### src/hw/rtl/blm_pkg.sv
`timescale 1ns / 1ps
// ----------------------------------------------------------------------------
// blm_pkg
// Types and constants shared by the battery limit monitor.
// ----------------------------------------------------------------------------
package blm_pkg;

  // operating mode codes
  localparam logic [2:0] MODE_IDLE     = 3'd0;
  localparam logic [2:0] MODE_DRIVE    = 3'd1;
  localparam logic [2:0] MODE_CHG_SUP  = 3'd2;
  localparam logic [2:0] MODE_CHG_MAIN = 3'd3;
  localparam logic [2:0] MODE_CHG_SYM  = 3'd4;

  // configuration register indexes
  localparam int unsigned CfgIdxW = 3;
  localparam logic [CfgIdxW-1:0] REG_VOLT_LOW      = 3'd0;
  localparam logic [CfgIdxW-1:0] REG_DRV_VOLT_HIGH = 3'd1;
  localparam logic [CfgIdxW-1:0] REG_CHG_VOLT_HIGH = 3'd2;
  localparam logic [CfgIdxW-1:0] REG_CHG_CUR       = 3'd3;
  localparam logic [CfgIdxW-1:0] REG_DSG_CUR       = 3'd4;
  localparam logic [CfgIdxW-1:0] REG_CHG_TEMP_HIGH = 3'd5;
  localparam logic [CfgIdxW-1:0] REG_DRV_TEMP_HIGH = 3'd6;
  localparam logic [CfgIdxW-1:0] REG_FULL_CAP      = 3'd7;

  localparam int unsigned CfgDataW = 16;

  // register reset values
  localparam logic [15:0]        VOLT_LOW_RST      = 16'd31000;
  localparam logic [15:0]        DRV_VOLT_HIGH_RST = 16'd40000;
  localparam logic [15:0]        CHG_VOLT_HIGH_RST = 16'd43500;
  localparam logic signed [15:0] CHG_CUR_RST       = 16'sd280;
  localparam logic signed [15:0] DSG_CUR_RST       = -16'sd1500;
  localparam logic signed [15:0] CHG_TEMP_HIGH_RST = 16'sd4500;
  localparam logic signed [15:0] DRV_TEMP_HIGH_RST = 16'sd5500;
  localparam logic signed [15:0] FULL_CAP_RST      = 16'sd400;

  // fixed limits
  localparam logic signed [15:0] SYM_CUR_LIMIT     = 16'sd28;
  localparam logic signed [15:0] CHG_TEMP_LOW      = 16'sd0;
  localparam logic signed [15:0] DRV_TEMP_LOW      = -16'sd2000;
  localparam logic signed [16:0] TEMP_RISE_LIMIT   = 17'sd100;
  localparam logic [31:0]        CHECK_INTERVAL_MS = 32'd120000;
  localparam logic signed [15:0] LAST_TEMP_RST     = 16'sd4500;

  typedef struct packed {
    logic [15:0]        voltage_low_limit;
    logic [15:0]        drive_voltage_high_limit;
    logic [15:0]        charge_voltage_high_limit;
    logic signed [15:0] charge_current_limit;
    logic signed [15:0] discharge_current_limit;
    logic signed [15:0] charge_temp_high_limit;
    logic signed [15:0] drive_temp_high_limit;
    logic signed [15:0] full_capacity_limit;
  } cfg_t;

  typedef struct packed {
    logic [2:0]         mode;
    logic [15:0]        voltage;
    logic signed [15:0] current;
    logic signed [15:0] min_temp;
    logic signed [15:0] max_temp;
    logic signed [15:0] avg_temp;
    logic signed [15:0] capacity;
    logic [31:0]        now_ms;
  } in_item_t;

  typedef struct packed {
    logic volt_low_flag;
    logic volt_high_flag;
    logic charge_cur_high_flag;
    logic drive_cur_high_flag;
    logic charge_temp_high_flag;
    logic charge_temp_low_flag;
    logic drive_temp_high_flag;
    logic drive_temp_low_flag;
    logic full_flag;
  } out_item_t;

endpackage

### src/hw/rtl/blm_cfg_regs.sv
`timescale 1ns / 1ps
// ----------------------------------------------------------------------------
// blm_cfg_regs
// Limit register file, written through a plain write port.
// ----------------------------------------------------------------------------
module blm_cfg_regs (
  input  logic                             clk_i,
  input  logic                             rst_ni,
  input  logic                             cfg_we_i,
  input  logic [blm_pkg::CfgIdxW-1:0]      cfg_idx_i,
  input  logic [blm_pkg::CfgDataW-1:0]     cfg_wdata_i,
  output blm_pkg::cfg_t                    cfg_o
);

  blm_pkg::cfg_t cfg_q, cfg_d;

  always_comb begin
    cfg_d = cfg_q;
    if (cfg_we_i) begin
      unique case (cfg_idx_i)
        blm_pkg::REG_VOLT_LOW:      cfg_d.voltage_low_limit         = cfg_wdata_i;
        blm_pkg::REG_DRV_VOLT_HIGH: cfg_d.drive_voltage_high_limit  = cfg_wdata_i;
        blm_pkg::REG_CHG_VOLT_HIGH: cfg_d.charge_voltage_high_limit = cfg_wdata_i;
        blm_pkg::REG_CHG_CUR:       cfg_d.charge_current_limit      = cfg_wdata_i;
        blm_pkg::REG_DSG_CUR:       cfg_d.discharge_current_limit   = cfg_wdata_i;
        blm_pkg::REG_CHG_TEMP_HIGH: cfg_d.charge_temp_high_limit    = cfg_wdata_i;
        blm_pkg::REG_DRV_TEMP_HIGH: cfg_d.drive_temp_high_limit     = cfg_wdata_i;
        blm_pkg::REG_FULL_CAP:      cfg_d.full_capacity_limit       = cfg_wdata_i;
        default: ;
      endcase
    end
  end

  always_ff @(posedge clk_i or negedge rst_ni) begin
    if (!rst_ni) begin
      cfg_q.voltage_low_limit         <= blm_pkg::VOLT_LOW_RST;
      cfg_q.drive_voltage_high_limit  <= blm_pkg::DRV_VOLT_HIGH_RST;
      cfg_q.charge_voltage_high_limit <= blm_pkg::CHG_VOLT_HIGH_RST;
      cfg_q.charge_current_limit      <= blm_pkg::CHG_CUR_RST;
      cfg_q.discharge_current_limit   <= blm_pkg::DSG_CUR_RST;
      cfg_q.charge_temp_high_limit    <= blm_pkg::CHG_TEMP_HIGH_RST;
      cfg_q.drive_temp_high_limit     <= blm_pkg::DRV_TEMP_HIGH_RST;
      cfg_q.full_capacity_limit       <= blm_pkg::FULL_CAP_RST;
    end else begin
      cfg_q <= cfg_d;
    end
  end

  assign cfg_o = cfg_q;

endmodule

### src/hw/rtl/blm_core.sv
`timescale 1ns / 1ps
// ----------------------------------------------------------------------------
// blm_core
// Limit checks and sticky flag state. The flag register doubles as the
// result register.
// ----------------------------------------------------------------------------
module blm_core (
  input  logic               clk_i,
  input  logic               rst_ni,
  input  logic               step_i,
  input  blm_pkg::in_item_t  item_i,
  input  blm_pkg::cfg_t      cfg_i,
  output blm_pkg::out_item_t flags_o
);

  blm_pkg::out_item_t  flags_q, flags_d;
  logic signed [15:0]  last_temp_q, last_temp_d;
  logic [31:0]         last_time_q, last_time_d;

  logic [15:0]         volt_high_lim;
  logic [31:0]         elapsed;
  logic signed [16:0]  temp_rise;
  logic                v_low, v_high, c_chg, c_dsg;

  always_comb begin
    volt_high_lim = (item_i.mode == blm_pkg::MODE_DRIVE) ?
                    cfg_i.drive_voltage_high_limit : cfg_i.charge_voltage_high_limit;
    v_low  = item_i.voltage < cfg_i.voltage_low_limit;
    v_high = !v_low && (item_i.voltage >= volt_high_lim);
    c_chg  = $signed(item_i.current) > $signed(cfg_i.charge_current_limit);
    c_dsg  = !c_chg && !($signed(item_i.current) > $signed(cfg_i.discharge_current_limit));
    elapsed   = item_i.now_ms - last_time_q;
    temp_rise = {item_i.avg_temp[15], item_i.avg_temp} - {last_temp_q[15], last_temp_q};
  end

  always_comb begin
    flags_d     = flags_q;
    last_temp_d = last_temp_q;
    last_time_d = last_time_q;
    unique case (item_i.mode) inside
      blm_pkg::MODE_DRIVE: begin
        flags_d.drive_temp_low_flag  = $signed(item_i.min_temp) < blm_pkg::DRV_TEMP_LOW;
        flags_d.drive_temp_high_flag =
          $signed(item_i.max_temp) >= $signed(cfg_i.drive_temp_high_limit);
        flags_d.volt_low_flag        = v_low;
        flags_d.volt_high_flag       = v_high;
        flags_d.charge_cur_high_flag = c_chg;
        flags_d.drive_cur_high_flag  = c_dsg;
        flags_d.full_flag            = 1'b0;
      end
      blm_pkg::MODE_CHG_SUP, blm_pkg::MODE_CHG_MAIN: begin
        flags_d.charge_temp_low_flag  = $signed(item_i.min_temp) < blm_pkg::CHG_TEMP_LOW;
        flags_d.charge_temp_high_flag =
          $signed(item_i.max_temp) >= $signed(cfg_i.charge_temp_high_limit);
        flags_d.volt_low_flag         = v_low;
        flags_d.volt_high_flag        = v_high;
        flags_d.charge_cur_high_flag  = c_chg;
        flags_d.drive_cur_high_flag   = c_dsg;
        if (item_i.mode == blm_pkg::MODE_CHG_MAIN) begin
          if (elapsed >= blm_pkg::CHECK_INTERVAL_MS) begin
            last_time_d = item_i.now_ms;
            last_temp_d = item_i.avg_temp;
            if (temp_rise > blm_pkg::TEMP_RISE_LIMIT) begin
              flags_d.full_flag = 1'b1;
            end
          end
          if ($signed(item_i.capacity) > $signed(cfg_i.full_capacity_limit)) begin
            flags_d.full_flag = 1'b1;
          end
        end
      end
      blm_pkg::MODE_CHG_SYM: begin
        flags_d.charge_cur_high_flag = $signed(item_i.current) > blm_pkg::SYM_CUR_LIMIT;
      end
      default: ;
    endcase
  end

  always_ff @(posedge clk_i or negedge rst_ni) begin
    if (!rst_ni) begin
      flags_q     <= '0;
      last_temp_q <= blm_pkg::LAST_TEMP_RST;
      last_time_q <= '0;
    end else if (step_i) begin
      flags_q     <= flags_d;
      last_temp_q <= last_temp_d;
      last_time_q <= last_time_d;
    end
  end

  assign flags_o = flags_q;

endmodule

### src/hw/rtl/battery_limit_monitor_top.sv
`timescale 1ns / 1ps
// ----------------------------------------------------------------------------
// battery_limit_monitor_top
// Battery limit monitor: sticky limit flags from monitoring samples.
// ----------------------------------------------------------------------------
// One sample per cycle sustained while out_ready_i is high. A sample is registered
// in the input register on acceptance, checked against the limits from there
// and its nine flags are then loaded into the flag register, which is the
// result register. The input register takes a new sample while a result
// waits, as long as the held sample can move on.
// ----------------------------------------------------------------------------
module battery_limit_monitor_top (
  input  logic                         clk_i,
  input  logic                         rst_ni,
  input  logic                         in_valid_i,
  output logic                         in_ready_o,
  input  blm_pkg::in_item_t            in_data_i,
  output logic                         out_valid_o,
  input  logic                         out_ready_i,
  output blm_pkg::out_item_t           out_data_o,
  input  logic                         cfg_we_i,
  input  logic [blm_pkg::CfgIdxW-1:0]  cfg_idx_i,
  input  logic [blm_pkg::CfgDataW-1:0] cfg_wdata_i
);

  blm_pkg::cfg_t     cfg;
  blm_pkg::in_item_t in_q;
  logic              in_valid_q, in_valid_d;
  logic              out_valid_q, out_valid_d;
  logic              advance, in_fire;

  assign advance    = in_valid_q && (!out_valid_q || out_ready_i);
  assign in_ready_o = !in_valid_q || advance;
  assign in_fire    = in_valid_i && in_ready_o;

  assign in_valid_d  = in_fire || (in_valid_q && !advance);
  assign out_valid_d = advance || (out_valid_q && !out_ready_i);

  always_ff @(posedge clk_i or negedge rst_ni) begin
    if (!rst_ni) begin
      in_valid_q  <= 1'b0;
      out_valid_q <= 1'b0;
    end else begin
      in_valid_q  <= in_valid_d;
      out_valid_q <= out_valid_d;
    end
  end

  always_ff @(posedge clk_i) begin
    if (in_fire) begin
      in_q <= in_data_i;
    end
  end

  blm_cfg_regs u_cfg (
    .clk_i       (clk_i),
    .rst_ni      (rst_ni),
    .cfg_we_i    (cfg_we_i),
    .cfg_idx_i   (cfg_idx_i),
    .cfg_wdata_i (cfg_wdata_i),
    .cfg_o       (cfg)
  );

  blm_core u_core (
    .clk_i   (clk_i),
    .rst_ni  (rst_ni),
    .step_i  (advance),
    .item_i  (in_q),
    .cfg_i   (cfg),
    .flags_o (out_data_o)
  );

  assign out_valid_o = out_valid_q;

endmodule

### config.mk
export PLATFORM = sky130hd
export DESIGN_NAME = battery_limit_monitor_top
export DESIGN_NICKNAME = d
export VERILOG_FILES = /design/src/hw/rtl/blm_pkg.sv /design/src/hw/rtl/blm_cfg_regs.sv /design/src/hw/rtl/blm_core.sv /design/src/hw/rtl/battery_limit_monitor_top.sv
export SDC_FILE = /design/constraint.sdc
export NUM_CORES = 1
export LEC_CHECK = 0
export ABC_CLOCK_PERIOD_IN_PS = 3650
export BUFFER_PORTS_ARGS = -buffer_cell sky130_fd_sc_hd__buf_2
export CAP_MARGIN = 20
export CORE_MARGIN = 5
export CORE_UTILIZATION = 54
export CTS_CLUSTER_DIAMETER = 60
export CTS_CLUSTER_SIZE = 20
export DETAILED_ROUTE_END_ITERATION = 7
export GPL_TIMING_DRIVEN = 0
export PLACE_DENSITY = 0.81
export SETUP_SLACK_MARGIN = 0.4
export SLEW_MARGIN = 20
export SYNTH_ARGS = -nofsm -noshare
export SYNTH_HDL_FRONTEND = slang
export SYNTH_SLANG_ARGS = --single-unit
### constraint.sdc
create_clock -name clk_i -period 3.65 [get_ports clk_i]
set_input_delay 0.1825 -clock clk_i [delete_from_list [all_inputs] [get_ports clk_i]]
set_output_delay 0.1825 -clock clk_i [all_outputs]
set_load 0.005 [all_outputs]
## Word-level counts from Yosys, hierarchy flattened

Index checks and enable logic that the tools add are counted.

| word-level totals | value |
|---|---|
| flip-flop bits (word level) | 318 |
| bits in latches | 0 |
| bits in writable memories | 0 |
| ROM bits | 0 |
| bits of input ports | 155 |
| output and inout port bits | 11 |
| logic and storage cells | 100 |
| memories kept | 0 |

| cells by class | value |
|---|---|
| add/subtract/negate cells | 2 |
| multipliers | 0 |
| div/mod/pow operators | 0 |
| $lt $le $gt $ge | 12 |
| equal/unequal tests | 14 |
| shift operators | 0 |
| muxes and demuxes | 7 |
| bitwise operators | 0 |
| reduce and logical (&&, ||, !) cells | 36 |

Operators by type and width:

| cell | number |
|---|---|
| 16-bit greater-or-equal comparator | 3 |
| 16-bit > comparator | 3 |
| 32-bit by 17-bit greater-or-equal comparator with 1-bit output, second input constant | 1 |
| 32-bit subtractor | 1 |
| 2-bit AND reduction | 12 |
| 17-bit by 8-bit > comparator with 1-bit output, second input constant | 1 |
| 16-bit by 16-bit subtractor with 17-bit output | 1 |
| 16-bit by 6-bit > comparator with 1-bit output, second input constant | 1 |
| 16-bit by 1-bit < comparator with 1-bit output, second input constant | 1 |
| 16-bit by 12-bit < comparator with 1-bit output, second input constant | 1 |
| 16-bit < comparator | 1 |
| 16-bit 2-to-1 mux | 1 |
| 3-bit equality test, second input constant | 5 |
| 3-bit by 2-bit equality test with 1-bit output, second input constant | 4 |
| 1-bit zero test | 7 |
| 3-bit by 1-bit equality test with 1-bit output, second input constant | 2 |
| 1-bit logical AND | 6 |
| 3-bit by 1-bit inequality test with 1-bit output, second input constant | 2 |
| 5-bit AND reduction | 1 |
| 1-bit logical OR | 4 |
| 1-bit 2-to-1 mux | 4 |
| 1-bit one-hot mux with 2 select lines | 2 |
| 4-bit AND reduction | 1 |
| 2-bit nonzero test | 2 |
| 4 further kinds | 4 |

## Depth between registers and ports, before layout

| logic depth | value |
|---|---|
| depth in word-level cells | 7 |
| mapped depth | 16 |
| mapped depth without buffers | 14 |

## Cells and area by module

A second synthesis with hierarchy kept.

| second synthesis, totals | value |
|---|---|
| cell total of the unflattened synthesis | 1421 |
| area, all modules | 17095.1 um^2 |

Modules (own cells, without submodules):

| module | times used | cells each | area each (um^2) | sequential area each (um^2) |
|---|---|---|---|---|
| blm_core | 1 | 1003 | 8082.8 | 1432.6 |
| blm_cfg_regs | 1 | 279 | 4974.8 | 3263.1 |
| battery_limit_monitor_top | 1 | 139 | 4037.6 | 3983.8 |

## Worst setup path after synthesis

Ideal clock, no wire load.

| timing path | value |
|---|---|
| path type | flip-flop to flip-flop |
| start point | register out_valid_q (netlist: out_valid_o) |
| end point | register in_q[0] (netlist bit) (enable) |
| library setup time | 502 ps |
| arrival | 3484 ps |
| data required time | 3148 ps |
| slack | -336 ps |
| stages on the path, launching flop included | 3 |
| path buffers | 0 |
| period minus slack after synthesis | 3986 ps |
| cells stage by stage | dfrtp_1 nand3b_1 and2_1 |

| between the ends | value |
|---|---|
| cells in the longest elaborated chain, start to end | 5 |

RTL lines:

| what | RTL line | RTL |
|---|---|---|
| from (decl) | battery_limit_monitor_top.sv:29 | `logic out_valid_q, out_valid_d;` |
| from (signal assigned) | battery_limit_monitor_top.sv:45 | `out_valid_q <= out_valid_d;` |
| 1-bit zero test | battery_limit_monitor_top.sv:32 | `assign advance = in_valid_q && (!out_valid_q \|\| out_ready_i);` |
| 1-bit logical OR | battery_limit_monitor_top.sv:32 |  |
| 1-bit logical AND | battery_limit_monitor_top.sv:32 |  |
| 1-bit logical OR | battery_limit_monitor_top.sv:33 | `assign in_ready_o = !in_valid_q \|\| advance;` |
| net in_ready_o | battery_limit_monitor_top.sv:16 | `output logic in_ready_o,` |
| 1-bit logical AND | battery_limit_monitor_top.sv:34 | `assign in_fire = in_valid_i && in_ready_o;` |
| net in_fire | battery_limit_monitor_top.sv:30 | `logic advance, in_fire;` |
| to (signal assigned) | battery_limit_monitor_top.sv:51 | `in_q <= in_data_i;` |
| to (decl) | battery_limit_monitor_top.sv:27 | `blm_pkg::in_item_t in_q;` |

The timed path passes the listed nets, and every way through them passes these cells.
A chain may end at the register's enable or synchronous reset.

## Worst setup path in the final report

| timing path | value |
|---|---|
| start point | register in_q[0] (netlist bit) |
| end point | register u_core.last_temp_q[3] |

| between the ends | value |
|---|---|
| cells in the longest elaborated chain, start to end | 3 |

RTL lines:

| what | RTL line | RTL |
|---|---|---|
| 32-bit subtractor | blm_core.sv:32 | `elapsed = item_i.now_ms - last_time_q;` |
| 32-bit by 17-bit greater-or-equal comparator with 1-bit output | blm_core.sv:60 | `if (elapsed >= blm_pkg::CHECK_INTERVAL_MS) begin` |
| 4-bit AND reduction (no source line) | n/a |  |
| to (signal assigned) | blm_core.sv:82 | `last_temp_q <= blm_pkg::LAST_TEMP_RST;` |
| to (signal assigned) | blm_core.sv:86 | `last_temp_q <= last_temp_d;` |
| to (decl) | blm_core.sv:17 | `logic signed [15:0] last_temp_q, last_temp_d;` |

No other way between the ends.

==> metrics.txt <==
Clock Latency Late Sink=0.56 ns; Avg WL per Cell=18.6 microns; hold crit path type=in2reg; post-synthesis sequential area ratio=0.515; final setup fails=48; Die Wd=185 microns; Avg Synthesized Cell Area=11.9 sq um; Setup WS post-layout=-0.195 ns; Initial Utilization=0.544; cell count after synthesis=1398; R2R Path Start=in_q[0]$_DFFE_PP_; CTS Buf Count=27; RSZ-0062 raised after global routing=yes; DP HPWL=27.3 mm; WS Path Type=reg2reg; Root Driver=clkbuf_16; Leakage=9.31 nW; DR iter-0 viols=972; Hold Vio Cnt, Final=0; WP data required=4.09 ns; Die H=185 microns; Final Critical Period=3.85 ns; Core ar.=30500 sq um; initial antenna violation count=0; critical path startpoint=in_q[0]$_DFFE_PP_; total vias in the final route=12135; final antenna diode count=0; hold depth=2; register bit total from synthesis=314; CP arrival=4.29 ns; CP startpoint kind=flop; Power per Cell Area=547 nW/um^2; period utilisation layout=1.05; fraction of layout cells with a size suffix above 1=0.268; vias in the first global route=12847; Overflow after GRT=0; clock tree buffer depth=3; most common cell after layout, fill and taps aside=buf_2; 1st-pass router iterations=5; clock tree sinks=314; FMAX=260 MHz; Synth-to-Final Area Change=25.5%; Worst-Margin Slew=1.06 ns; CTS tree=yes; min-delay src=cfg_wdata_i[0]; maximum vdd drop=372 uV; Async SR Flop Fraction=0.596; Synthesized Nets=1713; antenna-violating nets left=0; IO buf count=157; max-cap violations=0; WHS=0.0382 ns; distinct cell type count after synthesis=71; die area=34400 sq um; routability cong.=0.861; drt drc=0; Rel. slew slack=0.289; clock transition at the registers of the reported paths=0.08 ns; first-pass GRT wire length=65.4 mm; Total Routing Usage GR=0.235; Syn Std Cell Area=16600 sq um; dominant synthesized flop cell=dfrtp_1; failing checks=negative setup slack; reg2reg path depth=16; synth warn=0; fin. max-slew vios=0; Nets=2070; commonest cells after routing, fill and taps aside=165 x buf_2, 157 x inv_1, 157 x ha_1; status=finished, violations left; Inst Count DP=1955; Vias/cell=5.59; CP endpoint kind=flop; post-route insts no fill=2172; I/O pin count=166; Post-synth EDFFs=127; row cnt=64; Fin Clk Skew=0.0188 ns; Fin Setup TNS=-7.64 ns; Worst Path Max Fanout=6; Post-Route WL=40.4 mm; largest net degree at the start of global routing=72; H-tree depth=1
-- power breakdown --
group	internal (mW)	total, mW	leakage, nW	switching (mW)
Combinational	1.75	3.68	5.47	1.93
Clock	1.58	3.02	0.460	1.44
Sequential	4.38	4.70	3.38	0.318
-- state kept, by name, indices dropped and copies added, names as in the netlist --
| name | count |
|---|---|
| in_valid_q | 1 |
| out_valid_o | 1 |
| u_core.flags_o | 9 |
| u_core.last_temp_q | 16 |
| in_q | 127 |
| u_core.last_time_q | 32 |
| u_cfg.cfg_o | 128 |
-- cells in the mapped netlist (5+ instances only) --
cell      instances  area, sq um
clkbuf_1         24         90.1
a21oi_1          61          305
o21ai_0          80          400
o21bai_1          7         52.6
a211oi_1          9         67.6
nand2_1          78          293
o211ai_1         12         90.1
nor4_1            5         31.3
dfrtp_1         134         3350
edfxtp_1        127         3810
nor3b_1           6         45.0
xnor2_1          19          166
a21o_1           46          345
o21a_1           15          113
mux2_1           20          225
nor3_1           20          100
buf_2             9         45.0
xor2_1            7         61.3
nand2b_1         18          113
nand4_1          28          175
mux2_2          130         1460
nand3_1           7         35.0
nor2_1           36          135
nand4b_1          5         43.8
mux2i_1          22          220
o31ai_1           5         37.5
dfstp_2          53         1390
a31oi_1           8         50.1
nor2b_1          14         87.6
ha_1            158         1980
inv_1           158          593
-- stage by stage --
| stage | setup WS [ns] | cell area (sq um) | total power, mW | utilization |
|---|---|---|---|---|
| 6_report | -0.195 | 20800 | 11.4 | 0.683 |
| 5_1_grt | -0.414 | 20800 | 12.1 | 0.683 |
| 4_1_cts | -0.176 | 20700 | 11.3 | 0.679 |
| 3_5_place_dp | -0.506 | 18000 | 7.99 | 0.591 |
| 3_3_place_gp | -0.687 | 17900 | 7.81 | 0.587 |
| 2_1_floorplan | 0.209 | 16600 | 7.10 | - |
-- layout make-up --
class,instances,area (sq um)
multi-input cells,888,7470
fillers,2021,9670
inverters,158,593
flip-flops and latches,314,8560
clock buffers,34,776
repair buffers,328,2550
clock inverters,16,166
well taps,396,495
plain buffers,38,229
-- critical path, stage by stage (launching register included) --
cell and delay, ns:
edfxtp_1 0.38, inv_1 0.07, ha_2 0.20, inv_2 0.04
fa_2 0.35, a211oi_4 0.29, o21ai_4 0.13, a41oi_2 0.18
o211ai_1 0.16, a221oi_2 0.34, xnor2_1 0.11, nor4_1 0.30
nand4_1 0.21, o211ai_2 0.28, buf_6 0.19, buf_4 0.16
mux2_2 0.33
-- metal layers --
layer,vias to the layer above,part of all wire,global-route usage
li1,5763,-,-
met1,5888,0.41,0.302
met2,379,0.51,0.411
met3,105,0.045,0.0283
met4,0,0.037,0.0840
met5,-,0,0
-- repair_timing --
item                                   CTS  global route
hold buffers                           146             0
setup endpoints to repair               50            50
pin swaps                               15            15
gates cloned                             1             1
resized for setup                       45            12
setup buffers                           14             5
endpoints found under the hold margin  265             0
-- cells by family after synthesis --
kind of cell / share of synthesized area
buf+inv: 0.0475
flops: 0.515
mux: 0.115
fa+ha+maj: 0.121
compound gates: 0.112
xor+xnor: 0.0137
simple gates: 0.0747
-- final timing paths --
check,slack (ns),to
max,-0.20,u_core.last_temp_q[3]$_DFFE_PN0P_
min,0.04,u_cfg.cfg_o[96]$_DFFE_PN0P_
max reg2reg,-0.20,u_core.last_temp_q[3]$_DFFE_PN0P_
min reg2reg,0.49,u_core.last_time_q[26]$_DFFE_PN0P_
max in group asynchronous,2.75,u_cfg.cfg_o[26]$_DFFE_PN1P_
min in group asynchronous,0.15,u_core.last_time_q[3]$_DFFE_PN0P_
(Power assumes the default switching activity.)
